**config.mk**
```make
export PLATFORM = sky130hd
export DESIGN_NAME = recency_history_list
export DESIGN_NICKNAME = d
export VERILOG_FILES = /design/src/rtl/rhl_pkg.sv /design/src/rtl/rhl_cell.sv /design/src/rtl/recency_history_list.sv
export SDC_FILE = /design/constraint.sdc
export NUM_CORES = 1
export LEC_CHECK = 0
export ABC_AREA = 0
export BUFFER_PORTS_ARGS = -buffer_cell sky130_fd_sc_hd__clkbuf_2
export CAP_MARGIN = 20
export CORE_UTILIZATION = 45
export CTS_CLUSTER_SIZE = 40
export DETAILED_ROUTE_END_ITERATION = 12
export PLACE_DENSITY_LB_ADDON = 0.12
export SLEW_MARGIN = 20
export SYNTH_ARGS = -nofsm -noshare
export SYNTH_HDL_FRONTEND = slang
export SYNTH_HIERARCHICAL = 1
export SYNTH_SLANG_ARGS = --single-unit
export TNS_END_PERCENT = 10
```
**constraint.sdc**
```tcl
create_clock -name clk -period 7.8 [get_ports clk]
set_clock_uncertainty 0.1 [all_clocks]
set_input_delay 0.78 -clock clk [delete_from_list [all_inputs] [get_ports clk]]
set_output_delay 0.78 -clock clk [all_outputs]
set_load 0.05 [all_outputs]
```
**src/rtl/rhl_pkg.sv**
```systemverilog
package rhl_pkg;

    localparam int HISTORY_DEPTH_DEF = 5;
    localparam int PAGE_W            = 32;
    localparam int ENTRY_COUNT_W     = 3;

    localparam logic OP_VISIT = 1'b0;
    localparam logic OP_LIST  = 1'b1;

    typedef struct packed {
        logic                     opcode;
        logic signed [PAGE_W-1:0] page;
    } cmd_item_t;

    typedef struct packed {
        logic                     was_hit;
        logic                     evicted_valid;
        logic signed [PAGE_W-1:0] evicted_page;
        logic [ENTRY_COUNT_W-1:0] entry_count;
        logic                     entry_valid;
        logic signed [PAGE_W-1:0] entry_page;
        logic                     is_last;
    } res_item_t;

    typedef struct packed {
        logic              visit;
        logic              rotate;
        logic              full;
        logic [PAGE_W-1:0] key;
        logic [PAGE_W-1:0] load_data;
    } cell_ctrl_t;

endpackage

```
**src/rtl/rhl_cell.sv**
```systemverilog
module rhl_cell #(
    parameter int HISTORY_DEPTH = rhl_pkg::HISTORY_DEPTH_DEF,
    parameter int IDX           = 0,
    parameter int CW            = $clog2(HISTORY_DEPTH + 1)
) (
    input  logic                        clk,
    input  rhl_pkg::cell_ctrl_t         ctrl,
    input  logic [CW-1:0]               count,
    input  logic                        hit,
    input  logic                        seen_in,
    output logic                        seen_out,
    input  logic [rhl_pkg::PAGE_W-1:0]  right_page,
    output logic [rhl_pkg::PAGE_W-1:0]  page
);

    logic [rhl_pkg::PAGE_W-1:0] page_reg;
    logic [rhl_pkg::PAGE_W-1:0] page_next;
    logic                       occupied;
    logic                       match;
    logic                       has_right;
    logic                       is_tail;
    logic                       is_append;
    logic                       shift_en;
    logic                       load_en;

    assign occupied  = CW'(IDX) < count;
    assign has_right = CW'(IDX + 1) < count;
    assign is_tail   = CW'(IDX + 1) == count;
    assign is_append = CW'(IDX) == count;
    assign match     = ctrl.visit && occupied && (page_reg == ctrl.key);
    assign seen_out  = seen_in || match;

    always_comb
    begin
        shift_en = has_right && (ctrl.rotate || (ctrl.visit && (hit ? seen_out : ctrl.full)));
        if (ctrl.rotate)
        begin
            load_en = is_tail;
        end
        else if (ctrl.visit)
        begin
            load_en = (hit || ctrl.full) ? is_tail : is_append;
        end
        else
        begin
            load_en = 1'b0;
        end
        if (shift_en)
        begin
            page_next = right_page;
        end
        else if (load_en)
        begin
            page_next = ctrl.load_data;
        end
        else
        begin
            page_next = page_reg;
        end
    end

    always_ff @(posedge clk)
    begin
        page_reg <= page_next;
    end

    assign page = page_reg;

endmodule

```
**src/rtl/recency_history_list.sv**
```systemverilog
// Visit item: one result, registered, ready in the cycle after acceptance; one item per cycle
// while results are taken. List item: the walk state is entered on acceptance, then each
// rotation of the cell chain registers one result, one per cycle while results are taken,
// count results in all; no new item is taken until the walk is over. An empty list gives one
// result, registered like a visit's. Reset (rst_n low, asynchronous) empties the list and
// clears the handshake state; page cells are not cleared.
module recency_history_list #(
    parameter int HISTORY_DEPTH = rhl_pkg::HISTORY_DEPTH_DEF
) (
    input  logic                clk,
    input  logic                rst_n,
    input  logic                cmd_valid,
    output logic                cmd_ready,
    input  rhl_pkg::cmd_item_t  cmd,
    output logic                res_valid,
    input  logic                res_ready,
    output rhl_pkg::res_item_t  res
);

    localparam int CW = $clog2(HISTORY_DEPTH + 1);
    localparam logic ST_IDLE = 1'b0;
    localparam logic ST_LIST = 1'b1;

    logic                       state_reg, state_next;
    logic [CW-1:0]              count_reg, count_next;
    logic [CW-1:0]              idx_reg, idx_next;
    logic                       res_valid_reg, res_valid_next;
    rhl_pkg::res_item_t         res_reg, res_next;

    rhl_pkg::cell_ctrl_t        ctrl;
    logic [HISTORY_DEPTH:0]     seen;
    logic [rhl_pkg::PAGE_W-1:0] cell_page [HISTORY_DEPTH];
    logic [rhl_pkg::PAGE_W-1:0] right_page [HISTORY_DEPTH];
    logic                       hit;
    logic                       slot_free;
    logic                       accept;
    logic                       visit;
    logic                       list_start;
    logic                       rotate;
    logic                       full;
    logic                       list_last;

    assign slot_free  = !res_valid_reg || res_ready;
    assign cmd_ready  = (state_reg == ST_IDLE) && slot_free;
    assign accept     = cmd_valid && cmd_ready;
    assign visit      = accept && (cmd.opcode == rhl_pkg::OP_VISIT);
    assign list_start = accept && (cmd.opcode == rhl_pkg::OP_LIST);
    assign rotate     = (state_reg == ST_LIST) && slot_free;
    assign full       = count_reg == CW'(HISTORY_DEPTH);
    assign list_last  = (idx_reg + CW'(1)) == count_reg;
    assign hit        = seen[HISTORY_DEPTH];

    always_comb
    begin
        ctrl.visit     = visit;
        ctrl.rotate    = rotate;
        ctrl.full      = full;
        ctrl.key       = cmd.page;
        ctrl.load_data = rotate ? cell_page[0] : cmd.page;
    end

    assign seen[0] = 1'b0;

    genvar gi;
    generate
        for (gi = 0; gi < HISTORY_DEPTH; gi++)
        begin : g_cell
            if (gi + 1 < HISTORY_DEPTH)
            begin : g_right
                assign right_page[gi] = cell_page[gi + 1];
            end
            else
            begin : g_end
                assign right_page[gi] = '0;
            end

            rhl_cell #(
                .HISTORY_DEPTH (HISTORY_DEPTH),
                .IDX           (gi),
                .CW            (CW)
            ) u_cell (
                .clk        (clk),
                .ctrl       (ctrl),
                .count      (count_reg),
                .hit        (hit),
                .seen_in    (seen[gi]),
                .seen_out   (seen[gi + 1]),
                .right_page (right_page[gi]),
                .page       (cell_page[gi])
            );
        end
    endgenerate

    always_comb
    begin
        state_next     = state_reg;
        count_next     = count_reg;
        idx_next       = idx_reg;
        res_next       = res_reg;
        res_valid_next = res_valid_reg && !res_ready;

        if (visit)
        begin
            if (!hit && !full)
            begin
                count_next = count_reg + CW'(1);
            end
            res_next.was_hit       = hit;
            res_next.evicted_valid = !hit && full;
            res_next.evicted_page  = (!hit && full) ? cell_page[0] : '0;
            res_next.entry_count   = rhl_pkg::ENTRY_COUNT_W'(count_next);
            res_next.entry_valid   = 1'b0;
            res_next.entry_page    = '0;
            res_next.is_last       = 1'b1;
            res_valid_next         = 1'b1;
        end
        else if (list_start)
        begin
            if (count_reg == '0)
            begin
                res_next       = '0;
                res_next.is_last = 1'b1;
                res_valid_next = 1'b1;
            end
            else
            begin
                state_next = ST_LIST;
                idx_next   = '0;
            end
        end
        else if (rotate)
        begin
            res_next.was_hit       = 1'b0;
            res_next.evicted_valid = 1'b0;
            res_next.evicted_page  = '0;
            res_next.entry_count   = rhl_pkg::ENTRY_COUNT_W'(count_reg);
            res_next.entry_valid   = 1'b1;
            res_next.entry_page    = cell_page[0];
            res_next.is_last       = list_last;
            res_valid_next         = 1'b1;
            idx_next               = idx_reg + CW'(1);
            if (list_last)
            begin
                state_next = ST_IDLE;
            end
        end
    end

    always_ff @(posedge clk or negedge rst_n)
    begin
        if (!rst_n)
        begin
            state_reg     <= ST_IDLE;
            count_reg     <= '0;
            idx_reg       <= '0;
            res_valid_reg <= 1'b0;
        end
        else
        begin
            state_reg     <= state_next;
            count_reg     <= count_next;
            idx_reg       <= idx_next;
            res_valid_reg <= res_valid_next;
        end
    end

    always_ff @(posedge clk)
    begin
        res_reg <= res_next;
    end

    assign res_valid = res_valid_reg;
    assign res       = res_reg;

    a_list_nonempty: assert property (@(posedge clk) disable iff (!rst_n)
        (state_reg == ST_LIST) |-> (count_reg != '0) && !cmd_ready)
        else $error("list walk with empty history");

    a_count_bound: assert property (@(posedge clk) disable iff (!rst_n)
        count_reg <= CW'(HISTORY_DEPTH))
        else $error("history count above depth");

    a_hit_keeps_count: assert property (@(posedge clk) disable iff (!rst_n)
        (visit && hit) |=> $stable(count_reg))
        else $error("hit changed history count");

    a_list_idx: assert property (@(posedge clk) disable iff (!rst_n)
        (state_reg == ST_LIST) |-> (idx_reg < count_reg))
        else $error("list index past count");

endmodule

```
---- Yosys cells after proc, flatten, opt, wreduce, memory -nomap -nowiden ----
Cells that the tools add are included.
operators by class
  equal/unequal tests ..................... 15
  bitwise gates (word level) .............. 3
  reductions and logical operators ........ 55
  magnitude comparators ................... 6
  add/subtract/negate cells ............... 2
  multiplexer cells ....................... 46
operators with widths
  operator               count
  $mux W32               10
  $mux W71               4
  $eq A32 B32 Y1         5
  $logic_and A1 B1 Y1    28
  $mux W1                28
  $mux W3                4
  $reduce_bool A2 Y1     6
  $logic_or A1 B1 Y1     11
  $add A3 B1 Y3 const B  2
  $eq A2 B3 Y1 const A   2
  $eq A3 B3 Y1 const A   2
  $lt A1 B3 Y1 const A   2
  $lt A2 B3 Y1 const A   2
  $lt A3 B3 Y1 const A   2
  $logic_not A1 Y1       4
  $reduce_and A2 Y1      2
  $reduce_and A4 Y1      1
  $eq A1 B3 Y1 const A   1
  $eq A3 B3 Y1           1
  $eq A3 B3 Y1 const B   1
  $logic_not A3 Y1       1
  $ne A3 B2 Y1 const B   1
  $not A1 Y1             3
  $reduce_and A3 Y1      1
  3 further kinds        3
storage, ports and cells
  logic and storage cells ................. 143
  bits of input ports ..................... 37
  output and inout port bits .............. 73
  register bits ........................... 239

---- Longest topological paths before layout ----
  depth in word-level cells ............... 17
  gate-level depth with buffers ........... 20
  gate-level depth less buffers ........... 15

---- Cells and area by module ----
Netlist, hierarchy kept.
by module, submodules not included
  module                       seq. area each (µm²)  instances  cells an instance  area an instance (µm²)
  recency_history_list         1991.9                1          329                3398.3
  rhl_cell (g_cell[3].u_cell)  960.9                 1          327                2967.8
  rhl_cell (g_cell[1].u_cell)  960.9                 1          289                2710.1
  rhl_cell (g_cell[4].u_cell)  960.9                 1          276                2590.0
  rhl_cell (g_cell[0].u_cell)  960.9                 1          276                2531.2
  rhl_cell (g_cell[2].u_cell)  960.9                 1          242                2433.6

---- Least setup slack after synthesis ----
OpenSTA, ideal clock, no wires.
  kind .................................... input to register
  start ................................... input res_ready
  end ..................................... register g_cell[2].u_cell.page_reg, in the netlist g_cell[2].u_cell/page[0], enable pin
  slack ................................... 1018 ps
  data required time ...................... 7234 ps
  data arrival time ....................... 6216 ps
  library setup time ...................... 466 ps
  cell stages on the path ................. 15
  path buffers ............................ 3
  path through ............................ nor2b_1 -> or3_1 -> buf_6 -> inv_1 -> nand2_1 -> a2111oi_2 -> nand4bb_1 -> buf_2 -> or4_1 -> nand2b_1 -> nand2b_1 -> o21a_1 -> o21ai_1 -> clkbuf_1 -> o21ai_0
RTL lines
  item                  line                        text
  from (decl)           recency_history_list.sv:16  input logic res_ready,
  to (signal assigned)  rhl_cell.sv:64              page_reg <= page_next;
  to (decl)             rhl_cell.sv:16              logic [rhl_pkg::PAGE_W-1:0] page_reg;

---- Worst setup path in the final report ----
  start ................................... register count_reg[0]
  end ..................................... register g_cell[1].u_cell.page_reg, in the netlist g_cell[1].u_cell/page[7], enable pin
on the way
  word-level cells in the longest chain between the ends .. 12
RTL lines
  item                                                   line                            text
  from (decl)                                            recency_history_list.sv:25      logic [CW-1:0] count_reg, count_next;
  from (signal assigned)                                 recency_history_list.sv:161     count_reg <= count_next;
  $lt A1 B3 Y1 *                                         rhl_cell.sv:26                  assign occupied = CW'(IDX) < count;
  $logic_and A1 B1 Y1 * (2 in series)                    rhl_cell.sv:30                  assign match = ctrl.visit && occupied && (page_reg == ctrl.key);
  via seen[1]                                            recency_history_list.sv:31      logic [HISTORY_DEPTH:0] seen;
  $logic_or A1 B1 Y1 *                                   rhl_cell.sv:31                  assign seen_out = seen_in || match;
  via seen[2]                                            recency_history_list.sv:31
  $logic_or A1 B1 Y1 *                                   rhl_cell.sv:31
  via seen[3]                                            recency_history_list.sv:31
  $logic_or A1 B1 Y1 *                                   rhl_cell.sv:31
  via seen[4]                                            recency_history_list.sv:31
  $logic_or A1 B1 Y1 *                                   rhl_cell.sv:31
  via hit                                                recency_history_list.sv:34      logic hit;
  $logic_or A1 B1 Y1 / $mux W1 (equally long branches)   rhl_cell.sv:42, rhl_cell.sv:35
  $mux W1 / $logic_and A1 B1 Y1 (equally long branches)  rhl_cell.sv:42, rhl_cell.sv:35
  $mux W1 / $logic_or A1 B1 Y1 (equally long branches)   rhl_cell.sv:40, rhl_cell.sv:35
  $mux W1 / $logic_and A1 B1 Y1 (equally long branches)  rhl_cell.sv:36, rhl_cell.sv:35
  $reduce_bool A2 Y1 (no line) *                         n/a
  to (signal assigned)                                   rhl_cell.sv:64
  to (decl)                                              rhl_cell.sv:16
Mark *: on every way through the listed nets, which the timed path passes. The rest lies on a longest branch.
A chain may end at the register's enable or synchronous reset.

==> reports/results.ini <==
[power_and_ir_drop]
power_leakage_nw=6.50
worst_ir_drop_vdd_v=0.000172
power_density_nw_per_um2=400
power_switching_share_pct=44.1
power_frac_seq_pct=34.0
p_clk_share_pct=19.6
cell_internal_pwr_mw=4.21
pwr-share-comb_pct=46.4
p_switching_mw=3.32

[detailed_routing]
vias_per_cell=6.42
antenna_left=0
wire_per_inst_um=23.8
drt_pass1_iterations=6
drtIter0Drc=1652
vias=14900
drc=0
wl_mm=55.3

[clocking]
cts_resized=0
clock_path_buffers=3
post_cts_buffers=0
clk_pin_slew_ps=60
clockRootBuffer=clkbuf_16
cts_sinks=239
htreeDepth=1
clock_latency_ps=550
cts_made_buffers=28
cts_tree=yes

[sta]
max_slew.worst_pin.slew_ps=1090
fin_crit_sh_pct=76.3
fmax_mhz=168
rsz0062_at_grt=false
final.setup.tns_ps=0
slew_violations=0
setup_viol=0
relSlewSlack_pct=27.5
hold_viol=0
fin_crit_ps=5950
timing.final.ws_setup_ps=1850

[logic_synthesis]
syn_inst=1739
synth_edf_count=197
synth-main-ff-cell=edfxtp_1
ys_seq_elements=239
synthDistinctLibCells=68
avgSynthCellArea_um2=9.56
synth_area_um2=16600
yosysSeqAreaShare_pct=40.9
async_reset_ff_share_pct=3.35
synth_warnings=6

[critical_path]
crit_path_frequent_cell=buf_4
slowest_stage=o21a_1
cp.required_ps=7900
worst-path-max-fanout=34
worstSetupStartpointType=flop
critical_path.max_stage_delay_ps=760
critPathArrivalTime_ps=6050
critPathKind=reg -> reg
crit_family=simple AND/OR/NAND/NOR gates
endpoint_kind=flop
crit_chain=buf_4 > nor3_1 > or4_1 > nor4_4 > buf_4 > and3_1 > buf_4 > or2_2 > or2_2 > nand2b_1 > nand2b_1 > nand2b_1 > o21a_1 > o21a_1 > nor2_1 > nor2_2 > buf_4
crit_buf_inv=4

[grt]
grtUsageTotal_pct=28.5
grt_pass1_vias=14100
grt_max_degree=69
grt_pass1_wl_mm=84.9
grt-ovfl-total=0
antenna_found_initial=0

[floorplan]
coreArea_um2=36500
die_h_um=194
die_width_um=194
pin_count=110
die_area_um2=37700
start_util_pct=45.5
rows=70

[placed_design]
place_ws_ps=1490
place.gp.congestion=0.940
hpwl_mm=38.1
portBuffers=109

[layout]
area_growth_pct=13.1
drive_gt1_share_pct=14.6
regArea_um2=6800
multiInputGateArea_um2=9410
num_antenna_cells=0
largest_register_ffs=160
num-nets-final=1870
fillers=3283

[worst_hold_path]
hold_path_class=reg -> reg

[status]
outcome=completed

[job]
maxCapViolations=0

-- power groups by stage --
stage | clock (mW) | combinational [mW] | sequential (mW)
floorplan | 0 | 2.03 | 2.96
global placement | 0 | 3.37 | 2.57
detailed placement | 0 | 3.45 | 2.58
CTS | 1.50 | 3.46 | 2.56
global route | 1.54 | 3.76 | 2.62
finish | 1.47 | 3.50 | 2.56
-- synth_stat cells (all sizes together) (4+ instances only) --
master | count | area (µm²)
a21oi | 6 | 30.0
a221oi | 32 | 280
a22oi | 129 | 968
a32o | 32 | 320
and2 | 162 | 1010
and3 | 35 | 219
buf | 36 | 303
clkbuf | 124 | 465
dfrtp | 8 | 200
dfxtp | 34 | 681
edfxtp | 197 | 5920
ha | 4 | 50.1
inv | 14 | 52.6
nand2 | 272 | 1020
nand2b | 8 | 50.1
nand3 | 8 | 40.0
nand4 | 89 | 569
nor2 | 16 | 60.1
nor2b | 11 | 76.3
nor3 | 7 | 35.0
nor3b | 7 | 63.8
nor4 | 22 | 184
o211ai | 130 | 1080
o21a | 8 | 60.1
o21ai | 17 | 85.1
o22ai | 4 | 25.0
o311ai | 65 | 569
o31ai | 65 | 488
or3 | 4 | 30.0
xnor2 | 73 | 639
xor2 | 84 | 736
-- timing repair --
| item | 4_1_cts | 5_1_grt |
|---|---|---|
| hold buffers | 1 | 0 |
| setup endpoints to repair | 0 | 0 |
| endpoints found under the hold margin | 8 | 0 |
-- per-layer routing --
| layer | part of all wire [%] | GRT usage, % | vias up |
|---|---|---|---|
| met4 | 3.1 | 9.26 | 0 |
| met2 | 45 | 44.6 | 672 |
| li1 | - | - | 6849 |
| met1 | 45 | 41.1 | 7283 |
| met3 | 6.9 | 3.04 | 87 |
| met5 | 0 | 0 | - |
-- area by class of cell --
type | instances | area share (%)
Sequential cell | 239 | 36.1
Clock buffer | 42 | 5.19
Multi-Input combinational cell | 1390 | 50.0
Inverter | 15 | 0.299
Clock inverter | 10 | 0.492
Tap cell | 468 | 3.11
Timing Repair Buffer | 155 | 4.77
-- cell families (layout without fill, tap and decap cells) --
family,Yosys count,in the layout,synth area share (%)
simple gates,656,656,21.0
compound gates,507,507,24.6
flops,239,239,40.9
buf+inv,175,222,4.96
xor+xnor,157,157,8.27
fa+ha+maj,4,4,0.301
other cells,1,66,0.0225
-- worst register-to-register path: stages, from the launching register on --
cell	delay, ps
dfrtp_1	330
buf_4	270
nor3_1	160
or4_1	590
nor4_4	300
buf_4	400
and3_1	220
buf_4	360
or2_2	210
or2_2	130
nand2b_1	150
nand2b_1	150
nand2b_1	570
o21a_1	250
o21a_1	760
nor2_1	140
nor2_2	130
buf_4	370
-- final timing paths --
| check | cells past startpoint | slack (ps) | startpoint | end |
|---|---|---|---|---|
| min in group asynchronous | 2 | 530 | rst_n | idx_reg[2]$_DFFE_PN0P_ |
| setup reg to reg | 17 | 1850 | count_reg[0]$_DFFE_PN0P_ | g_cell[1].u_cell/page[7]$_DFFE_PP_ |
| max in group asynchronous | 2 | 6870 | rst_n | res_valid$_DFF_PN0_ |
| hold / removal | 2 | 380 | res[33]$_SDFFE_PP0P_ | res[33]$_SDFFE_PP0P_ |
| hold reg to reg | 2 | 380 | res[33]$_SDFFE_PP0P_ | res[33]$_SDFFE_PP0P_ |
| setup / recovery | 17 | 1850 | count_reg[0]$_DFFE_PN0P_ | g_cell[1].u_cell/page[7]$_DFFE_PP_ |
-- cells in the final DEF (no fill, tap or decap), types with 4 or more instances in the layout --
cell       count
a21oi_1        6
a221oi_1      32
a22oi_1      129
a32o_1        32
and2_1       162
and3_1        35
buf_4         44
clkbuf_16     38
clkbuf_2     109
conb_1        66
dfrtp_1        8
dfxtp_1       34
edfxtp_1     197
ha_1           4
inv_1         12
nand2_1      272
nand2b_1       8
nand3_1        7
nand4_1       87
nor2_1        11
nor2b_1       10
nor3_1         5
nor3b_2        6
nor4_1        16
nor4_2         4
o211ai_1     109
o211ai_2      21
o21a_1         7
o21ai_0       11
o21ai_2        4
o311ai_0      33
o311ai_1      32
o31ai_1       65
xnor2_1       73
xor2_1        84
-- stage by stage --
| step | total power [mW] | hold WS [ps] | area, µm² | utilization, % | cells |
|---|---|---|---|---|---|
| final | 7.53 | 384 | 18800 | 51.5 | 2319 |
| after global routing | 7.92 | 412 | 18800 | 51.5 | 2319 |
| after CTS | 7.51 | 385 | 18800 | 51.5 | 2318 |
| after detailed placement | 6.03 | 377 | 17700 | 48.5 | 2265 |
| after global placement | 5.94 | 375 | 17700 | 48.5 | 2265 |
| after floorplan | 4.99 | 384 | 16900 | - | 1804 |
Power figures use the tool's default switching activity.
